**src/rtl/spq_pkg.sv**
```systemverilog
// ----------------------------------------------------------------------------
// spq_pkg: shared types and constants of the sorted priority queue
// Capacity, codes for the operation and the status, and the control bundle
// that the top level broadcasts to every cell of the shift array.
// ----------------------------------------------------------------------------
package spq_pkg;

  localparam int DEPTH   = 128;
  localparam int CNT_W   = $clog2(DEPTH + 1);
  localparam int PRIO_W  = 8;
  localparam int VALUE_W = 32;
  localparam int FILL_W  = 8;
  localparam int STAT_W  = 2;

  typedef enum logic {
    ACT_INSERT = 1'b0,
    ACT_DELETE = 1'b1
  } action_t;

  typedef enum logic [STAT_W-1:0] {
    ST_OK        = 2'd0,
    ST_OVERFLOW  = 2'd1,
    ST_UNDERFLOW = 2'd2
  } status_t;

  // broadcast to all cells in the cycle an operation is taken
  typedef struct packed {
    logic                      ins_en;
    logic                      del_en;
    logic [PRIO_W-1:0]         prio;
    logic signed [VALUE_W-1:0] value;
  } spq_ctrl_t;

endpackage

```
**src/rtl/spq_cell.sv**
```systemverilog
// ----------------------------------------------------------------------------
// spq_cell: one slot of the sorted shift array
// Holds one priority and value. On insert it keeps its entry, takes the new
// entry or takes its left neighbor; on delete it takes its right neighbor.
// ----------------------------------------------------------------------------
module spq_cell
  import spq_pkg::*;
(
  input  logic                      clk,
  input  spq_ctrl_t                 ctrl,
  input  logic                      occupied,
  input  logic                      left_after,
  input  logic [PRIO_W-1:0]         left_prio,
  input  logic signed [VALUE_W-1:0] left_value,
  input  logic [PRIO_W-1:0]         right_prio,
  input  logic signed [VALUE_W-1:0] right_value,
  output logic                      after,
  output logic [PRIO_W-1:0]         prio,
  output logic signed [VALUE_W-1:0] value
);

  logic [PRIO_W-1:0]         prio_next;
  logic signed [VALUE_W-1:0] value_next;

  // new entry goes at or before this slot: free slot or strictly lower priority
  assign after = !occupied || (prio < ctrl.prio);

  always_comb begin
    prio_next  = prio;
    value_next = value;
    if (ctrl.del_en) begin
      prio_next  = right_prio;
      value_next = right_value;
    end else if (ctrl.ins_en && after) begin
      if (left_after) begin
        prio_next  = left_prio;
        value_next = left_value;
      end else begin
        prio_next  = ctrl.prio;
        value_next = ctrl.value;
      end
    end
  end

  always_ff @(posedge clk) begin
    prio  <= prio_next;
    value <= value_next;
  end

endmodule

```
**config.mk**
```make
export PLATFORM = sky130hd
export DESIGN_NAME = spq_cell
export DESIGN_NICKNAME = d
export VERILOG_FILES = /design/src/rtl/spq_pkg.sv /design/src/rtl/spq_cell.sv
export SDC_FILE = /design/constraint.sdc
export NUM_CORES = 1
export LEC_CHECK = 0
export ABC_CLOCK_PERIOD_IN_PS = 7200
export BUFFER_PORTS_ARGS = -buffer_cell sky130_fd_sc_hd__buf_4
export CAP_MARGIN = 10
export CORE_UTILIZATION = 44
export DETAILED_ROUTE_END_ITERATION = 12
export PLACE_DENSITY_LB_ADDON = 0.3
export SYNTH_ARGS = -nofsm -noshare
export SYNTH_HDL_FRONTEND = slang
export SYNTH_SLANG_ARGS = --single-unit
```
**constraint.sdc**
```tcl
create_clock -name clk -period 7.2 [get_ports clk]
set_clock_uncertainty 0.1 [all_clocks]
set_input_delay 0 -clock clk [delete_from_list [all_inputs] [get_ports clk]]
set_output_delay 0 -clock clk [all_outputs]
set_load 0.01 [all_outputs]
```
Yosys cells after proc, flatten, opt, wreduce, memory -nomap -nowiden
Index checks and enable logic that the tools add are counted.

word-level totals
  register bits after elaboration = 40
  logic and storage cells = 13

operators by class
  order comparisons = 1
  multiplexer cells = 6
  reductions and logical operators = 4

operators with widths
  operator            number
  32-bit two-way mux  3
  8-bit two-way mux   3
  8-bit < comparator  1
  2-bit nonzero test  1
  1-bit logical AND   1
  1-bit zero test     1
  1-bit logical OR    1

Logic depth before layout (Yosys ltp)
  word-level depth = 5
  mapped depth = 5

Worst setup path after synthesis
OpenSTA, ideal clock, no wires.

  path kind = register to register
  start = register prio[5]
  end = register prio[0] (enable)
  library setup time = 0.462 ns
  arrival = 3.360 ns
  setup slack = 3.278 ns
  cell stages (with the launch flop) = 5
  buffers on the path = 0
  path through = edfxtp_1 > ha_1 > a211oi_2 > nor2_1 > o41ai_2

between the ends
  cells in the longest elaborated chain, start to end = 4

RTL lines
  what                          line            RTL
  start: declaration            spq_cell.sv:18  output logic [PRIO_W-1:0] prio,
  start signal: assignment      spq_cell.sv:46  prio <= prio_next;
  8-bit < comparator            spq_cell.sv:26  assign after = !occupied || (prio < ctrl.prio);
  1-bit logical OR              spq_cell.sv:26
  1-bit logical AND             spq_cell.sv:34  end else if (ctrl.ins_en && after) begin
  2-bit nonzero test (no line)  -

Every way passes these cells.
A chain may end at the register's enable or synchronous reset.

Final worst setup path
  start = register prio[5]
  end = register value[16] (enable)

between the ends
  cells in the longest elaborated chain, start to end = 4

RTL lines
  what                          line            RTL
  8-bit < comparator            spq_cell.sv:26
  1-bit logical OR              spq_cell.sv:26
  1-bit logical AND             spq_cell.sv:34
  2-bit nonzero test (no line)  -
  end signal: assignment        spq_cell.sv:47  value <= value_next;
  end: declaration              spq_cell.sv:19  output logic signed [VALUE_W-1:0] value

Every way passes these cells.

==> results by group <==
Routing
  – Vias after detailed routing: 2574
  – Metal3 WL: 695 µm
  – Number of detailed-route iterations in the first pass: 5
  – Antenna viol nets, final: 0
  – DRC violations left: 0
  – Iteration-0 DRC count of the detailed router: between 100 and 150
  – Highest metal used: met4
  – Final wirelength: 8.79 mm
  – Mean routed wirelength per cell: about 17 µm
  – Routed length on met1: approximately 2.8 mm
  – Met2 routed wirelength: between 4 and 5 mm
  – Vias/cell: slightly above 5

Global route
  – Overall track demand over capacity in global routing: a little under a third
  – Number of antenna violations at the first check in global routing: 0
  – Via count of the first global-routing pass: ~2600
  – Largest net degree at the start of global routing: a little over 80
  – GRT Residual Overflow: 0
  – Wire length of the first global-routing pass: 12.3 mm

Clocking
  – Clock root buffer: sky130_fd_sc_hd__clkbuf_8
  – Total CTS buffers: 5
  – Number of resized instances in the post-cts repair step: 0
  – Maximum root-to-sink buffer count: 2
  – CTS H-tree lvls: 2
  – CTS tree: built
  – Total setup buffers inserted after CTS: 0
  – Clock transition at the register clock pins on the worst setup and hold paths after CTS: about 0.080 ns
  – Clk sinks: 40
  – Clock insertion delay at the later pin of the skew report: roughly 0.29 ns

Timing
  – Number of failing hold endpoints at the final stage: 0
  – RSZ-0062 raised after global routing: no
  – Fin crit period: around 3 ns
  – Slew Limit Headroom: 25.1%
  – Final TNS setup: 0 ns
  – Transition time at the pin with the least slew margin: 1.12 ns
  – Peak clock frequency supported by timing: approximately 0.34 GHz
  – Final period utilization: 41.2%
  – Setup violation total in the final timing report: 0
  – Final max-slew violation count: 0

Floorplanning
  – DIE WIDTH: approximately 74 µm
  – Core area: between 4000 and 5000 µm²
  – Number of top-level design ports: 166
  – Effective utilization at floorplan: between 40% and 50%
  – Y dimension of the die: between 70 and 80 µm
  – Site Rows: 25
  – Die Footprint: 5400 µm²

Critical path
  – Crit path capture type: flop
  – Setup slack of the worst register-to-register path: 4.23 ns
  – Worst setup path class: flop to flop
  – Cells along the critical path: ha_1 > a211oi_2 > nor2_1 > o41ai_4 > buf_4
  – Data arrival time of the critical path: roughly 2.8 ns
  – Path length in cells of the critical path: 5
  – CP Capture Point: value[16]
  – Logic depth of the worst register-to-register path: 5
  – CP startpoint: prio[5]
  – Cell family contributing the most delay on the critical path: compound AO/OA/AOI/OAI gates
  – Crit path required time: approximately 7 ns
  – Cell with the largest stage delay on the worst path: sky130_fd_sc_hd__o41ai_4
  – Crit-path max FO: 23
  – Startpoint of the worst-slack reg-to-reg timing path: prio[5]
  – Reg-to-reg endpoint: value[16]
  – Startpoint kind of the worst setup timing path: flop
  – Largest stage delay, worst path: 0.97 ns
  – Buffers and inverters on the worst path: 1

Cells and area
  – Antenna cells: 0
  – Fraction of final layout cells sized beyond drive strength 1: about two fifths
  – Top library cells by usage in the layout, fill and taps aside: 166 x sky130_fd_sc_hd__buf_4, 74 x sky130_fd_sc_hd__dlygate4sd3_1
  – Fill cell total of the finished layout: about 230
  – Post-layout nets: about 570
  – Leading cell type in the layout, fill and taps excluded: sky130_fd_sc_hd__buf_4
  – Area growth syn-to-layout: 92.1%

Power and ir drop
  – P_leak: ~2.1 nW
  – Total power per unit cell area: about 160 nW/µm²
  – Design Power: roughly 0.67 mW
  – Peak VDD IR: roughly 0.14 mV

Status
  – Outcome: finished clean

Synth
  – Synthesized net count: roughly 330
  – Yosys synthesis warning count: 0
  – Number of distinct library cell variants in the gate-level netlist after synthesis: 18
  – Sequential fraction of the synthesis area: 53.4%
  – Mapped Avg Cell Area: between 10 and 15 µm²
  – Post-synthesis sequential element count: 40
  – Cell area after synthesis: 2250 µm²
  – Number of instances in the synthesized netlist: between 200 and 250

Placement
  – Routability congestion estimate from global placement: between 0.8 and 0.9
  – Total of buffers placed on input and output ports: 165
  – Hpwl dp: 4.53 mm

Min path
  – Type of the most critical hold path: input pin to flop

Job
  – Number of max-capacitance violations reported: 0
-- logic make-up (layout without fill, tap and decap cells) --
family                   Yosys count  in the layout  share of synthesized area (%)
flip-flops                        40             40                           53.4
AO/OA/AOI/OAI                     48             48                           12.0
buffers and inverters             24            258                           5.67
multiplexers                      40             40                           17.8
adder cells (fa/ha/maj)            7              7                           3.89
AND/OR/NAND/NOR                   43             43                           7.29
-- per-stage QoR --
step | cell area (µm²) | utilization, % | hold slack, ns | setup slack (ns) | std cells
CTS | 4280 | 88.9 | 0.00325 | 4.22 | 499
detailed placement | 3500 | 72.7 | 0.181 | 4.24 | 421
finish | 4320 | 89.7 | 0.00824 | 4.23 | 503
global route | 4320 | 89.7 | 0.000429 | 4.13 | 503
global placement | 3500 | 72.7 | 0.183 | 4.34 | 421
floorplan | 2250 | - | -0.0151 | 3.28 | 202
-- what timing repair did --
item,4_1_cts,5_1_grt
endpoints found under the hold margin,40,2
setup endpoints to repair,0,0
hold buffers,70,4
-- registers in the layout, indices dropped and copies added (netlist names) --
name and flops:
prio 8, value 32
-- how the worst min path moves through the flow --
| stage | startpoint | cells past startpoint | end |
|---|---|---|---|
| 6_report | left_prio[4] | 3 | prio[4] |
| 5_1_grt | ctrl[7] | 3 | value[7] |
| 3_3_place_gp | right_value[15] | 3 | value[15] |
| 2_1_floorplan | occupied | 1 | after |
| 3_5_place_dp | occupied | 3 | after |
| 4_1_cts | ctrl[7] | 3 | value[7] |
-- area by class of cell --
cell class / count / area [µm²] / area share [%]
well taps: 67 / 83.8 / 1.94
repair buffers: 240 / 1990 / 46.0
multi-input cells: 138 / 932 / 21.6
clock inverters: 1 / 3.75 / 0.0869
flip-flops and latches: 40 / 1200 / 27.8
inverters: 10 / 37.5 / 0.869
clock buffers: 7 / 76.3 / 1.77
-- cell usage after synthesis (all sizes together) --
cell | instances | share of area (%)
inv | 10 | 1.7
clkbuf | 8 | 1.3
o21ai | 41 | 9.1
nor2 | 2 | 0.33
a21oi | 1 | 0.22
o41ai | 1 | 0.72
o31ai | 1 | 0.33
buf | 6 | 2.7
a211oi | 3 | 1.2
nand2 | 40 | 6.7
nand4 | 1 | 0.28
mux2i | 40 | 18
o211ai | 1 | 0.33
ha | 7 | 3.9
edfxtp | 40 | 53
-- layer usage --
metal,vias to the layer above,track usage [%]
li1,1193,-
met1,1177,30.0
met2,166,62.8
met3,38,9.47
met4,0,13.7
met5,-,0
-- tightest hold or removal path, delay by kind of cell --
family,cells,cell delay (ns)
AOI/OAI and AO/OA,1,0.13
buffers and inverters,1,0.08
muxes,1,0.07
-- power breakdown --
group          total, mW  internal [mW]  switching, mW
sequential         0.301          0.291         0.0105
clock              0.142         0.0675         0.0740
combinational      0.229          0.134         0.0945
total              0.672          0.493          0.179
Note: power is estimated with default switching activity, not from simulation.
